$ cat config.mk
export PLATFORM = sky130hd
export DESIGN_NAME = ascii_tlv_message_deframer
export DESIGN_NICKNAME = d
export VERILOG_FILES = /design/src/rtl/atlv_pkg.sv /design/src/rtl/atlv_front.sv /design/src/rtl/atlv_queue.sv /design/src/rtl/atlv_back.sv /design/src/rtl/ascii_tlv_message_deframer.sv
export SDC_FILE = /design/constraint.sdc
export NUM_CORES = 1
export LEC_CHECK = 0
export BUFFER_PORTS_ARGS = -buffer_cell sky130_fd_sc_hd__buf_2
export CORE_MARGIN = 3
export CORE_UTILIZATION = 45
export CTS_BUF_LIST = sky130_fd_sc_hd__clkbuf_8
export DETAILED_ROUTE_END_ITERATION = 8
export PLACE_DENSITY = 0.63
export REMOVE_ABC_BUFFERS = 1
export SETUP_SLACK_MARGIN = 0.4
export SYNTH_ARGS = -nofsm -noshare
export SYNTH_HDL_FRONTEND = slang
export SYNTH_HIERARCHICAL = 1
export SYNTH_SLANG_ARGS = --single-unit
$ cat constraint.sdc
create_clock -name clk -period 9.56 [get_ports clk]
set_clock_uncertainty 0.05 [all_clocks]
set_input_delay 0.478 -clock clk [delete_from_list [all_inputs] [get_ports clk]]
set_output_delay 0.478 -clock clk [all_outputs]
set_load 0.02 [all_outputs]
$ cat src/rtl/atlv_pkg.sv
// Shared types, constants and the hex digit decoder for the ASCII TLV deframer.
// No dependencies; used by every module of the block.
package atlv_pkg;

  localparam int TYPE_CHARS_DEF    = 4;
  localparam int LENGTH_DIGITS_DEF = 4;
  localparam int QUEUE_DEPTH_DEF   = 2;

  localparam int BYTE_W   = 8;
  localparam int TYPE_W   = 32;
  localparam int LEN_W    = 16;
  localparam int NIBBLE_W = 4;
  localparam int TDATA_W  = 40;

  typedef struct packed {
    logic                header_error;
    logic                is_last;
    logic [BYTE_W-1:0]   payload_byte;
    logic [TYPE_W-1:0]   msg_type;
  } result_t;

  typedef struct packed {
    logic full;
    logic empty;
  } q_stat_t;

  typedef struct packed {
    logic                valid;
    logic [NIBBLE_W-1:0] value;
  } hex_t;

  function automatic hex_t hex_decode(input logic [BYTE_W-1:0] c);
    hex_t h;
    h.valid = 1'b1;
    h.value = '0;
    if (c >= 8'h30 && c <= 8'h39) begin
      h.value = NIBBLE_W'(c - 8'h30);
    end else if (c >= 8'h41 && c <= 8'h46) begin
      h.value = NIBBLE_W'(c - 8'h37);
    end else if (c >= 8'h61 && c <= 8'h66) begin
      h.value = NIBBLE_W'(c - 8'h57);
    end else begin
      h.valid = 1'b0;
    end
    return h;
  endfunction

endpackage

$ cat src/rtl/atlv_front.sv
// Front parser: takes one byte per transaction, tracks header and payload phases,
// and produces at most one result record per byte. Depends on atlv_pkg.
module atlv_front #(
  parameter int TYPE_CHARS    = atlv_pkg::TYPE_CHARS_DEF,
  parameter int LENGTH_DIGITS = atlv_pkg::LENGTH_DIGITS_DEF
) (
  input  logic                        clk,
  input  logic                        rst,
  input  logic                        accept,
  input  logic [atlv_pkg::BYTE_W-1:0] data_byte,
  output logic                        res_valid,
  output atlv_pkg::result_t           res
);

  localparam int MAX_CHARS = (TYPE_CHARS > LENGTH_DIGITS) ? TYPE_CHARS : LENGTH_DIGITS;
  localparam int CNT_W     = $clog2(MAX_CHARS + 1);

  localparam logic [1:0] PH_TYPE = 2'd0;
  localparam logic [1:0] PH_LEN  = 2'd1;
  localparam logic [1:0] PH_PAY  = 2'd2;

  logic [1:0]                  phase, phase_next;
  logic [CNT_W-1:0]            header_count, header_count_next;
  logic [atlv_pkg::TYPE_W-1:0] type_word, type_word_next;
  logic [atlv_pkg::LEN_W-1:0]  length_value, length_value_next;
  logic                        length_bad, length_bad_next;
  logic [atlv_pkg::LEN_W-1:0]  payload_remaining, payload_remaining_next;

  atlv_pkg::hex_t              hex;
  logic [CNT_W-1:0]            cnt_inc;
  logic [CNT_W-1:0]            cnt_base;
  logic [atlv_pkg::TYPE_W-1:0] type_base;
  logic [atlv_pkg::LEN_W-1:0]  len_acc;
  logic                        bad_acc;
  logic                        last;

  always_comb begin
    phase_next             = phase;
    header_count_next      = header_count;
    type_word_next         = type_word;
    length_value_next      = length_value;
    length_bad_next        = length_bad;
    payload_remaining_next = payload_remaining;
    res_valid              = 1'b0;
    res                    = '0;
    hex                    = atlv_pkg::hex_decode(data_byte);
    cnt_inc                = header_count + CNT_W'(1);
    cnt_base               = '0;
    type_base              = '0;
    len_acc                = length_value;
    bad_acc                = length_bad;
    last                   = (payload_remaining <= atlv_pkg::LEN_W'(1));

    unique case (phase)
      PH_PAY: begin
        res_valid          = 1'b1;
        res.msg_type       = type_word;
        res.payload_byte   = data_byte;
        res.is_last        = last;
        if (last) begin
          phase_next             = PH_TYPE;
          header_count_next      = '0;
          type_word_next         = '0;
          length_value_next      = '0;
          length_bad_next        = 1'b0;
          payload_remaining_next = '0;
        end else begin
          payload_remaining_next = payload_remaining - atlv_pkg::LEN_W'(1);
        end
      end
      PH_LEN: begin
        if (!hex.valid) begin
          bad_acc = 1'b1;
        end else if (length_value[atlv_pkg::LEN_W-1 -: atlv_pkg::NIBBLE_W] != '0) begin
          len_acc = '1;
        end else begin
          len_acc = {length_value[atlv_pkg::LEN_W-atlv_pkg::NIBBLE_W-1:0], hex.value};
        end
        length_value_next = len_acc;
        length_bad_next   = bad_acc;
        header_count_next = cnt_inc;
        if (cnt_inc >= CNT_W'(LENGTH_DIGITS)) begin
          if (bad_acc || len_acc == '0) begin
            res_valid              = bad_acc;
            res.msg_type           = type_word;
            res.header_error       = bad_acc;
            phase_next             = PH_TYPE;
            header_count_next      = '0;
            type_word_next         = '0;
            length_value_next      = '0;
            length_bad_next        = 1'b0;
            payload_remaining_next = '0;
          end else begin
            payload_remaining_next = len_acc;
            header_count_next      = '0;
            phase_next             = PH_PAY;
          end
        end
      end
      default: begin
        if (phase == PH_TYPE) begin
          type_base = type_word;
          cnt_base  = header_count;
        end else begin
          length_value_next      = '0;
          length_bad_next        = 1'b0;
          payload_remaining_next = '0;
        end
        type_word_next    = {type_base[atlv_pkg::TYPE_W-atlv_pkg::BYTE_W-1:0], data_byte};
        header_count_next = cnt_base + CNT_W'(1);
        phase_next        = PH_TYPE;
        if (header_count_next >= CNT_W'(TYPE_CHARS)) begin
          header_count_next = '0;
          length_value_next = '0;
          length_bad_next   = 1'b0;
          phase_next        = PH_LEN;
        end
      end
    endcase

    if (!accept) begin
      res_valid = 1'b0;
    end
  end

  always_ff @(posedge clk) begin
    if (rst) begin
      phase             <= PH_TYPE;
      header_count      <= '0;
      type_word         <= '0;
      length_value      <= '0;
      length_bad        <= 1'b0;
      payload_remaining <= '0;
    end else if (accept) begin
      phase             <= phase_next;
      header_count      <= header_count_next;
      type_word         <= type_word_next;
      length_value      <= length_value_next;
      length_bad        <= length_bad_next;
      payload_remaining <= payload_remaining_next;
    end
  end

endmodule

$ cat src/rtl/atlv_queue.sv
// Short result queue between the parser and the output stage.
// Depends on atlv_pkg for the result record and status types.
module atlv_queue #(
  parameter int QUEUE_DEPTH = atlv_pkg::QUEUE_DEPTH_DEF
) (
  input  logic              clk,
  input  logic              rst,
  input  logic              push,
  input  atlv_pkg::result_t push_data,
  input  logic              pop,
  output atlv_pkg::result_t pop_data,
  output atlv_pkg::q_stat_t stat
);

  localparam int PTR_W = (QUEUE_DEPTH > 1) ? $clog2(QUEUE_DEPTH) : 1;
  localparam int CNT_W = $clog2(QUEUE_DEPTH + 1);

  atlv_pkg::result_t mem [QUEUE_DEPTH];
  logic [PTR_W-1:0]  wr_ptr, rd_ptr;
  logic [CNT_W-1:0]  count;
  logic              do_push, do_pop;

  assign do_push    = push && !stat.full;
  assign do_pop     = pop && !stat.empty;
  assign stat.full  = (count == CNT_W'(QUEUE_DEPTH));
  assign stat.empty = (count == '0);
  assign pop_data   = mem[rd_ptr];

  always_ff @(posedge clk) begin
    if (do_push) begin
      mem[wr_ptr] <= push_data;
    end
  end

  always_ff @(posedge clk) begin
    if (rst) begin
      wr_ptr <= '0;
      rd_ptr <= '0;
      count  <= '0;
    end else begin
      if (do_push) begin
        wr_ptr <= (wr_ptr == PTR_W'(QUEUE_DEPTH - 1)) ? '0 : wr_ptr + PTR_W'(1);
      end
      if (do_pop) begin
        rd_ptr <= (rd_ptr == PTR_W'(QUEUE_DEPTH - 1)) ? '0 : rd_ptr + PTR_W'(1);
      end
      if (do_push && !do_pop) begin
        count <= count + CNT_W'(1);
      end else if (do_pop && !do_push) begin
        count <= count - CNT_W'(1);
      end
    end
  end

endmodule

$ cat src/rtl/atlv_back.sv
// Output stage: registers one result record and drives the master stream.
// Depends on atlv_pkg for the result record layout.
module atlv_back (
  input  logic                         clk,
  input  logic                         rst,
  input  logic                         q_valid,
  input  atlv_pkg::result_t            q_data,
  output logic                         q_pop,
  output logic                         m_axis_tvalid,
  input  logic                         m_axis_tready,
  output logic [atlv_pkg::TDATA_W-1:0] m_axis_tdata,
  output logic                         m_axis_tlast,
  output logic                         m_axis_tuser
);

  atlv_pkg::result_t out_reg;

  assign q_pop         = q_valid && (!m_axis_tvalid || m_axis_tready);
  assign m_axis_tdata  = {out_reg.payload_byte, out_reg.msg_type};
  assign m_axis_tlast  = out_reg.is_last;
  assign m_axis_tuser  = out_reg.header_error;

  always_ff @(posedge clk) begin
    if (rst) begin
      m_axis_tvalid <= 1'b0;
    end else if (q_pop) begin
      m_axis_tvalid <= 1'b1;
    end else if (m_axis_tready) begin
      m_axis_tvalid <= 1'b0;
    end
  end

  always_ff @(posedge clk) begin
    if (q_pop) begin
      out_reg <= q_data;
    end
  end

endmodule

$ cat src/rtl/ascii_tlv_message_deframer.sv
// ASCII type-length-value deframer: one received byte per transaction on the slave
// stream; one result per payload byte (or per bad header) on the master stream.
// Depends on atlv_pkg, atlv_front, atlv_queue and atlv_back.
//
// Takes one byte every clock cycle while the queue is not full. Each byte is parsed in the
// cycle it is accepted; its result, if any, is written into a QUEUE_DEPTH-entry queue and
// moves on into the output register whenever that register is free, so results leave at
// one per cycle while the master side accepts them. A result passes through the queue and
// the output register before it is offered on the master stream. The slave side stalls
// only while the queue is full, which happens only after the master side has held off
// for QUEUE_DEPTH+1 results. Headers and zero-length messages produce no result; a header
// whose length has a non-hex character gives one result with tuser set and zero payload.
module ascii_tlv_message_deframer #(
  parameter int TYPE_CHARS    = atlv_pkg::TYPE_CHARS_DEF,
  parameter int LENGTH_DIGITS = atlv_pkg::LENGTH_DIGITS_DEF,
  parameter int QUEUE_DEPTH   = atlv_pkg::QUEUE_DEPTH_DEF
) (
  input  logic                         clk,
  input  logic                         rst,
  input  logic                         s_axis_tvalid,
  output logic                         s_axis_tready,
  input  logic [atlv_pkg::BYTE_W-1:0]  s_axis_tdata,   // [7:0] data_byte
  output logic                         m_axis_tvalid,
  input  logic                         m_axis_tready,
  output logic [atlv_pkg::TDATA_W-1:0] m_axis_tdata,   // [31:0] msg_type, [39:32] payload_byte
  output logic                         m_axis_tlast,
  output logic                         m_axis_tuser    // [0] header_error
);

  logic              accept;
  logic              res_valid;
  atlv_pkg::result_t res;
  logic              q_pop;
  atlv_pkg::result_t q_data;
  atlv_pkg::q_stat_t q_stat;

  assign s_axis_tready = !q_stat.full;
  assign accept        = s_axis_tvalid && s_axis_tready;

  atlv_front #(
    .TYPE_CHARS    (TYPE_CHARS),
    .LENGTH_DIGITS (LENGTH_DIGITS)
  ) u_front (
    .clk       (clk),
    .rst       (rst),
    .accept    (accept),
    .data_byte (s_axis_tdata),
    .res_valid (res_valid),
    .res       (res)
  );

  atlv_queue #(
    .QUEUE_DEPTH (QUEUE_DEPTH)
  ) u_queue (
    .clk       (clk),
    .rst       (rst),
    .push      (res_valid),
    .push_data (res),
    .pop       (q_pop),
    .pop_data  (q_data),
    .stat      (q_stat)
  );

  atlv_back u_back (
    .clk           (clk),
    .rst           (rst),
    .q_valid       (!q_stat.empty),
    .q_data        (q_data),
    .q_pop         (q_pop),
    .m_axis_tvalid (m_axis_tvalid),
    .m_axis_tready (m_axis_tready),
    .m_axis_tdata  (m_axis_tdata),
    .m_axis_tlast  (m_axis_tlast),
    .m_axis_tuser  (m_axis_tuser)
  );

  a_no_push_when_full: assert property (@(posedge clk) disable iff (rst)
    res_valid |-> !q_stat.full)
    else $error("result pushed into a full queue");

  a_stall_only_when_full: assert property (@(posedge clk) disable iff (rst)
    !s_axis_tready |-> q_stat.full && m_axis_tvalid)
    else $error("input stalled without a full queue and a held output");

  a_error_has_no_payload: assert property (@(posedge clk) disable iff (rst)
    (m_axis_tvalid && m_axis_tuser) |->
      (!m_axis_tlast && m_axis_tdata[atlv_pkg::TDATA_W-1:atlv_pkg::TYPE_W] == '0))
    else $error("error result carries payload or last flag");

  a_queue_drains: assert property (@(posedge clk) disable iff (rst)
    (!q_stat.empty && !m_axis_tvalid) |-> q_pop)
    else $error("output register idle while queue holds a result");

endmodule

==> impl_results.md, run 1 <==
- Final hold vios: 0
- Vias in the first global route: about 5700
- Top delay family on crit path: simple AND/OR/NAND/NOR gates
- CP startpoint: u_front/length_value[12]
- Detailed placement HPWL: approximately 11 mm
- Input/output buffers: 55
- Die area: ~0.021 mm²
- Routed vias: 5776
- Hold path start: m_axis_tready
- Tot GR Track Use: 0.172
- Core area: 0.0183 mm²
- Area leader, netlist: edfxtp_1
- Status: finished, final reports clean
- Largest cells by area after synthesis: edfxtp_1 (44%), dfxtp_1 (18%), mux2_2 (5.5%)
- Max Freq: about 280 MHz
- Arrival @ worst endpoint: between 3000 and 4000 ps
- Share of cells above drive strength 1: 0.201
- Clk slew on worst S/H paths: ~60 ps
- WHS Endpoint: u_back/m_axis_tvalid
- Initial antenna violation count: 0
- Num CTS Buffers: 35
- Vias per cell: 5.59
- Worst Setup End Kind: flop
- Antenna cell count: 0
- Hold slack: between 200 and 250 ps
- Final net count: between 800 and 900
- Reg2reg setup slack: around 6000 ps
- Sequential area share after synthesis: 0.622
- Critical path required time: slightly below 10000 ps
- CP max-delay cell: or4_1
- Leak Pwr: approximately 3.4 nW
- Maximum ir drop on the vdd rail: 0.116 mV
- Clock sinks: just over 200
- Cell Pwr Density: 178 mW/mm²
- Footprint of the multi-input gates: 0.00301 mm²
- Post-Route WL: approximately 18 mm
- Crit path kind: reg -> reg
- Worst reg2reg startpoint: u_front/length_value[12]
- RSZ-0062 raised after global routing: no
- Fillers: 1622
- Worst slew pin tran: around 1100 ps
- Critical path startpoint category: flop
- Ports: 56
- Post-Syn Area: ~0.0085 mm²
- CTS tree: built
- CP max stage delay: 830 ps
- DRT iter0 DRCs: between 300 and 400
- Hold Path Class: in -> reg
- CTS resizes: 0
- Clk buf depth: 3
- DR WL/cell: between 15 and 20 µm
- Post-DRT Antenna Nets: 0
- Worst-Skew Late Latency: 520 ps
- Max Cap Violations: 0
- CTS Hold Bufs: 0
- Slew margin rel.: 0.292
- Final setup violation count: 0
- Leading post-synthesis cells by instance count: edfxtp_1 (126), dfxtp_1 (76), nand2_1 (66)
- Htree depth: 2
- Rows: slightly below 50
- Hold Crit Depth: 3
- Final Cycle Share: 0.375
- Min cycle time layout: around 3600 ps
- Ys flop type: edfxtp_1
- First-pass GRT wire length: about 28 mm
- Chip height: ~140 µm
- Mean post-synth cell area: 11.8 µm²
- Final Max Tran Viols: 0
- Depth of the most critical reg-to-reg path: 7
- Initial DRT Pass Iterations: 5
- Area delta synth->final: 12.7%
- Crit path max fanout: 40
- Die X: ~140 µm
- Post-Synthesis Cells: 721
- Gr ovfl total: 0
- Initial Utilization: 0.467
- FF-to-FF End: u_front/type_word[0]
- Count leader, synth: edfxtp_1
- Largest net degree at the start of global routing: between 60 and 70
- Post-synthesis cell type count: 63
- Root Buffer: clkbuf_8
- Synth top area share: 0.444
- Storage cell area: 0.00531 mm²
- GP Congestion: between 0.8 and 0.9
- Yosys reg bits: 202
- Final setup TNS: 0 ps
- Drt drc: 0
- Crit path cell chain: or4_1 -> a211o_1 -> a2111oi_0 -> nand4_1 -> buf_4 -> and2_1 -> o41ai_1
- Synth warn: 6
- Async SR Flop Fraction: 0
- Post-CTS Setup Bufs: 0
- EDFF count, synth: around 130
- WP buf/inv: 1
==> area by class of cell <==
type / count / share of cell area
Clock inverter: 25 / 0.0116
Timing Repair Buffer: 61 / 0.0333
Sequential cell: 202 / 0.552
Tap cell: 229 / 0.0298
Multi-Input combinational cell: 463 / 0.313
Clock buffer: 38 / 0.0544
Inverter: 16 / 0.00625
==> cell usage in the layout, fill, tap and decap left out, types with 3 or more instances in the layout <==
master,instances
edfxtp_1,126
a21o_1,7
o22ai_1,5
clkinv_2,5
a22oi_1,5
mux2_2,42
or3_1,4
nor2_1,42
nor3_1,19
nand2_1,66
buf_2,55
dfxtp_1,75
a21oi_1,33
clkbuf_8,38
and2_1,41
xor2_1,8
o31ai_1,7
xnor2_1,3
o21ai_0,37
buf_4,6
inv_1,24
ha_1,12
clkinv_1,10
nand4b_1,26
nor4_1,9
a211oi_1,5
nand2b_1,9
nand3_1,11
or4_1,6
o21ai_1,21
==> registers in the layout (all words and copies together) (netlist names), named ones only <==
signal / cells
u_back/m_axis_tdata: 40
u_back/m_axis_tlast: 1
u_back/m_axis_tuser: 1
u_back/m_axis_tvalid: 1
u_front/header_count: 3
u_front/length_bad: 1
u_front/length_value: 16
u_front/payload_remaining: 16
u_front/phase: 2
u_front/type_word: 32
u_queue/count: 2
u_queue/mem: 84
u_queue/rd_ptr: 1
u_queue/wr_ptr: 1
==> worst reg2reg max path: cells and delay by family (launching register included) <==
family / cells / cell delay [ps]
and+or+nand+nor: 3 / 1490
AOI/OAI and AO/OA: 3 / 1330
DFF: 1 / 320
buffers and inverters: 1 / 300
==> kinds of logic (layout without fill, tap and decap cells) <==
family          count (synthesis)  count (layout)  share of synthesized area
fa+ha+maj                      12              12                     0.0176
compound gates                145             145                      0.104
simple gates                  252             252                      0.162
flops                         202             202                      0.622
buf+inv                        56             140                     0.0267
mux                            43              43                     0.0566
xor+xnor                       11              11                     0.0113
==> where the power goes <==
part	leakage [nW]	switching [W]	internal, W
combinational	1.27	0.0000463	0.0000218
sequential	1.78	0.00000536	0.000928
clock	0.361	0.000338	0.000369
total	3.40	0.000389	0.00132
==> how the worst max path moves through the flow <==
stage          cells after the start                   end  slack (ps)
2_1_floorplan                      9  u_front/type_word[0]        5620
3_3_place_gp                      11  u_front/type_word[1]        5840
3_5_place_dp                      11  u_front/type_word[0]        5700
4_1_cts                            7  u_front/type_word[0]        6010
5_1_grt                            7  u_front/type_word[0]        5720
6_report                           7  u_front/type_word[0]        5980
==> layer usage <==
layer / vias to the layer above / wire, µm / global-route usage
met3: 37 / 923 / 0.0386
met2: 177 / 8490 / 0.284
li1: 2789 / - / -
met4: 0 / 459 / 0.0704
met5: - / 0 / 0
met1: 2773 / 7700 / 0.220
==> metrics by stage <==
step	area (µm²)	cells	util	power, W	worst slack, ps
after CTS	9620	1034	0.526	0.00173	6010
after global placement	8980	971	0.492	0.00102	5840
after floorplan	8360	681	-	0.000992	5620
final	9620	1034	0.526	0.00171	5980
after global routing	9620	1034	0.526	0.00178	5720
after detailed placement	8980	971	0.492	0.00102	5700
No activity file was read; power rests on OpenSTA's default activity.
==> inputs of run 2 (changes only) <==
clock period = 3.76 ns   (was 9.56 ns; I/O delays follow)
==> impl_results.md, run 2 (synthesized netlist as in run 1, its figures left out) <==
- Rows: 49 (unchanged)
- Die X: 144 µm (unchanged)
- Worst Setup End Kind: flop (unchanged)
- CP max-delay cell: or4_1 (unchanged)
- Combinational share of power: 0.043 (was 0.040)
- Chip height: 144 µm (unchanged)
- Sequential power share: 0.550 (was 0.546)
- Core area: 0.0183 mm² (unchanged)
- Sw Ratio: 0.227 (was 0.228)
- Antenna cell count: 0 (unchanged)
- Drt drc: 0 (unchanged)
- Max FFs per register: 84 (unchanged)
- Cell Pwr Density: 444 mW/mm² (was 178 mW/mm²)
- Detailed placement HPWL: 11.6 mm (was 11.1 mm)
- First-pass GRT wire length: 29.6 mm (was 28.3 mm)
- Post-DRT Antenna Nets: 0 (unchanged)
- Worst-Skew Late Latency: 530 ps (was 520 ps)
- Vias in the first global route: 5911 (was 5653)
- Crit path kind: reg -> reg (unchanged)
- Root Buffer: clkbuf_8 (unchanged)
- Most frequent cells in the layout: edfxtp_1 (126), dfxtp_1 (75), nand2_1 (66) (unchanged)
- Clk buf depth: 3 (unchanged)
- Slew margin rel.: 0.287 (was 0.292)
- Final Max Tran Viols: 0 (unchanged)
- Switch Pwr: 0.000980 W (was 0.000389 W)
- Final setup TNS: 0 ps (unchanged)
- DR WL/cell: 17.4 µm (was 17.0 µm)
- Final setup violation count: 0 (unchanged)
- Post-CTS Setup Bufs: 0 (unchanged)
- Htree depth: 2 (unchanged)
- Final net count: 813 (was 803)
- Clock sinks: 202 (unchanged)
- GP Congestion: 0.928 (was 0.879)
- Routed vias: 5868 (was 5776)
- Critical path required time: 4140 ps (was 9920 ps)
- Maximum ir drop on the vdd rail: 0.266 mV (was 0.116 mV)
- Largest net degree at the start of global routing: 44 (was 68)
- Status: finished, final reports clean (unchanged)
- Ports: 56 (unchanged)
- Min cycle time layout: 3260 ps (was 3580 ps)
- Crit path max fanout: 24 (was 40)
- Post-Route WL: 18.2 mm (was 17.6 mm)
- Internal power: 0.00333 W (was 0.00132 W)
- Crit path cell chain: or4_1 -> a211o_1 -> a2111oi_1 -> nand4_1 -> and2_1 -> buf_4 -> o21ai_0 (was or4_1 -> a211o_1 -> a2111oi_0 -> nand4_1 -> buf_4 -> and2_1 -> o41ai_1)
- Largest reg by FF count: u_queue/mem (unchanged)
- DP Area: 0.00904 mm² (was 0.00898 mm²)
- Vias per cell: 5.63 (was 5.59)
- Most common cell after layout, fill and taps aside: edfxtp_1 (unchanged)
- Worst slew pin tran: 1070 ps (was 1060 ps)
- Final Cycle Share: 0.867 (was 0.375)
- Input/output buffers: 55 (unchanged)
- Leak Pwr: 3.47 nW (was 3.40 nW)
- CP max stage delay: 820 ps (was 830 ps)
- Final hold vios: 0 (unchanged)
- Hold Path Class: in -> reg (unchanged)
- Die area: 0.0206 mm² (unchanged)
- Initial DRT Pass Iterations: 5 (unchanged)
- Arrival @ worst endpoint: 3640 ps (was 3940 ps)
- Clk slew on worst S/H paths: 60 ps (about the same)
- Gr ovfl total: 0 (unchanged)
- Initial antenna violation count: 0 (unchanged)
- CTS tree: built (unchanged)
- Tot GR Track Use: 0.179 (was 0.172)
- Share of cells above drive strength 1: 0.204 (was 0.201)
- Clock share of power: 0.407 (was 0.414)
- DRT iter0 DRCs: 514 (was 348)
- Initial Utilization: 0.467 (unchanged)
- Area delta synth->final: 13.8% (was 12.7%)
- Fillers: 1539 (was 1622)
- Num CTS Buffers: 34 (was 35)
- Max Freq: 307 MHz (was 279 MHz)
- RSZ-0062 raised after global routing: no (unchanged)
- Final non-filler cell area: 0.00971 mm² (was 0.00962 mm²)
- Critical path startpoint category: flop (unchanged)
- Max Cap Violations: 0 (unchanged)
-- run 2: changes by cell type in the layout (fill, tap and decap cells not counted), moves of 2 or more --
cell           before  now
clkinv_1           10    5
inv_1              24   31
clkinv_2            5    2
buf_4               6   11
inv_6               0    2
dlygate4sd3_1       0    5
-- run 2: metal layers --
metal	part of all wire	GRT usage	routed length (µm)	up-vias
met5	0	0	0	-
met4	0.031	0.0753	558	0
met3	0.055	0.0389	1000	41
met2	0.49	0.303	8900	164
met1	0.42	0.222	7690	2861
li1	-	-	-	2802
-- run 2: area by class of cell --
type | count | area [µm²] | area share
inverters | 16 | 60.1 | 0.00618
repair buffers | 72 | 428 | 0.0441
multi-input cells | 463 | 3020 | 0.311
clock buffers | 37 | 509 | 0.0524
well taps | 229 | 287 | 0.0295
clock inverters | 24 | 103 | 0.0106
flip-flops and latches | 202 | 5310 | 0.546
-- run 2: worst paths after layout --
kind / from / end / slack, ps / depth (start not counted)
setup / recovery: u_front/length_value[12] / u_front/type_word[24] / 500 / 7
hold reg to reg: u_front/length_value[15] / u_front/length_value[15] / 390 / 2
hold / removal: s_axis_tdata[2] / u_front/type_word[2] / 30 / 4
setup reg to reg: u_front/length_value[12] / u_front/type_word[24] / 500 / 7
-- run 2: power by group through the flow --
stage | Clock (W) | Combinational [W] | Sequential [W]
6_report | 0.00175 | 0.000186 | 0.00237
5_1_grt | 0.00192 | 0.000204 | 0.00237
4_1_cts | 0.00182 | 0.000185 | 0.00237
3_5_place_dp | 0 | 0.000180 | 0.00242
3_3_place_gp | 0 | 0.000174 | 0.00242
2_1_floorplan | 0 | 0.0000985 | 0.00242
-- run 2: stage by stage --
| step | total power, W | cells | setup slack [ps] | util | hold slack (ps) |
|---|---|---|---|---|---|
| 3_5_place_dp | 0.00260 | 977 | 417 | 0.495 | 383 |
| 2_1_floorplan | 0.00252 | 681 | -63.5 | - | 200 |
| 3_3_place_gp | 0.00259 | 977 | 609 | 0.495 | 383 |
| 4_1_cts | 0.00437 | 1043 | 546 | 0.531 | 11.2 |
| 6_report | 0.00431 | 1043 | 501 | 0.532 | 28.8 |
| 5_1_grt | 0.00449 | 1043 | 329 | 0.532 | 43.5 |
-- run 2: critical path, delay by kind of cell, from the launching register on --
| kind | cells | cell delay [ps] |
|---|---|---|
| compound gates | 3 | 1190 |
| buf+inv | 1 | 220 |
| flops | 1 | 320 |
| simple gates | 3 | 1380 |
-- run 2: what timing repair did --
action | CTS | global route
setup endpoints to repair | 0 | 77
hold endpoints to repair | 11 | 0
gates resized for setup | 0 | 3
hold buffers | 5 | 0
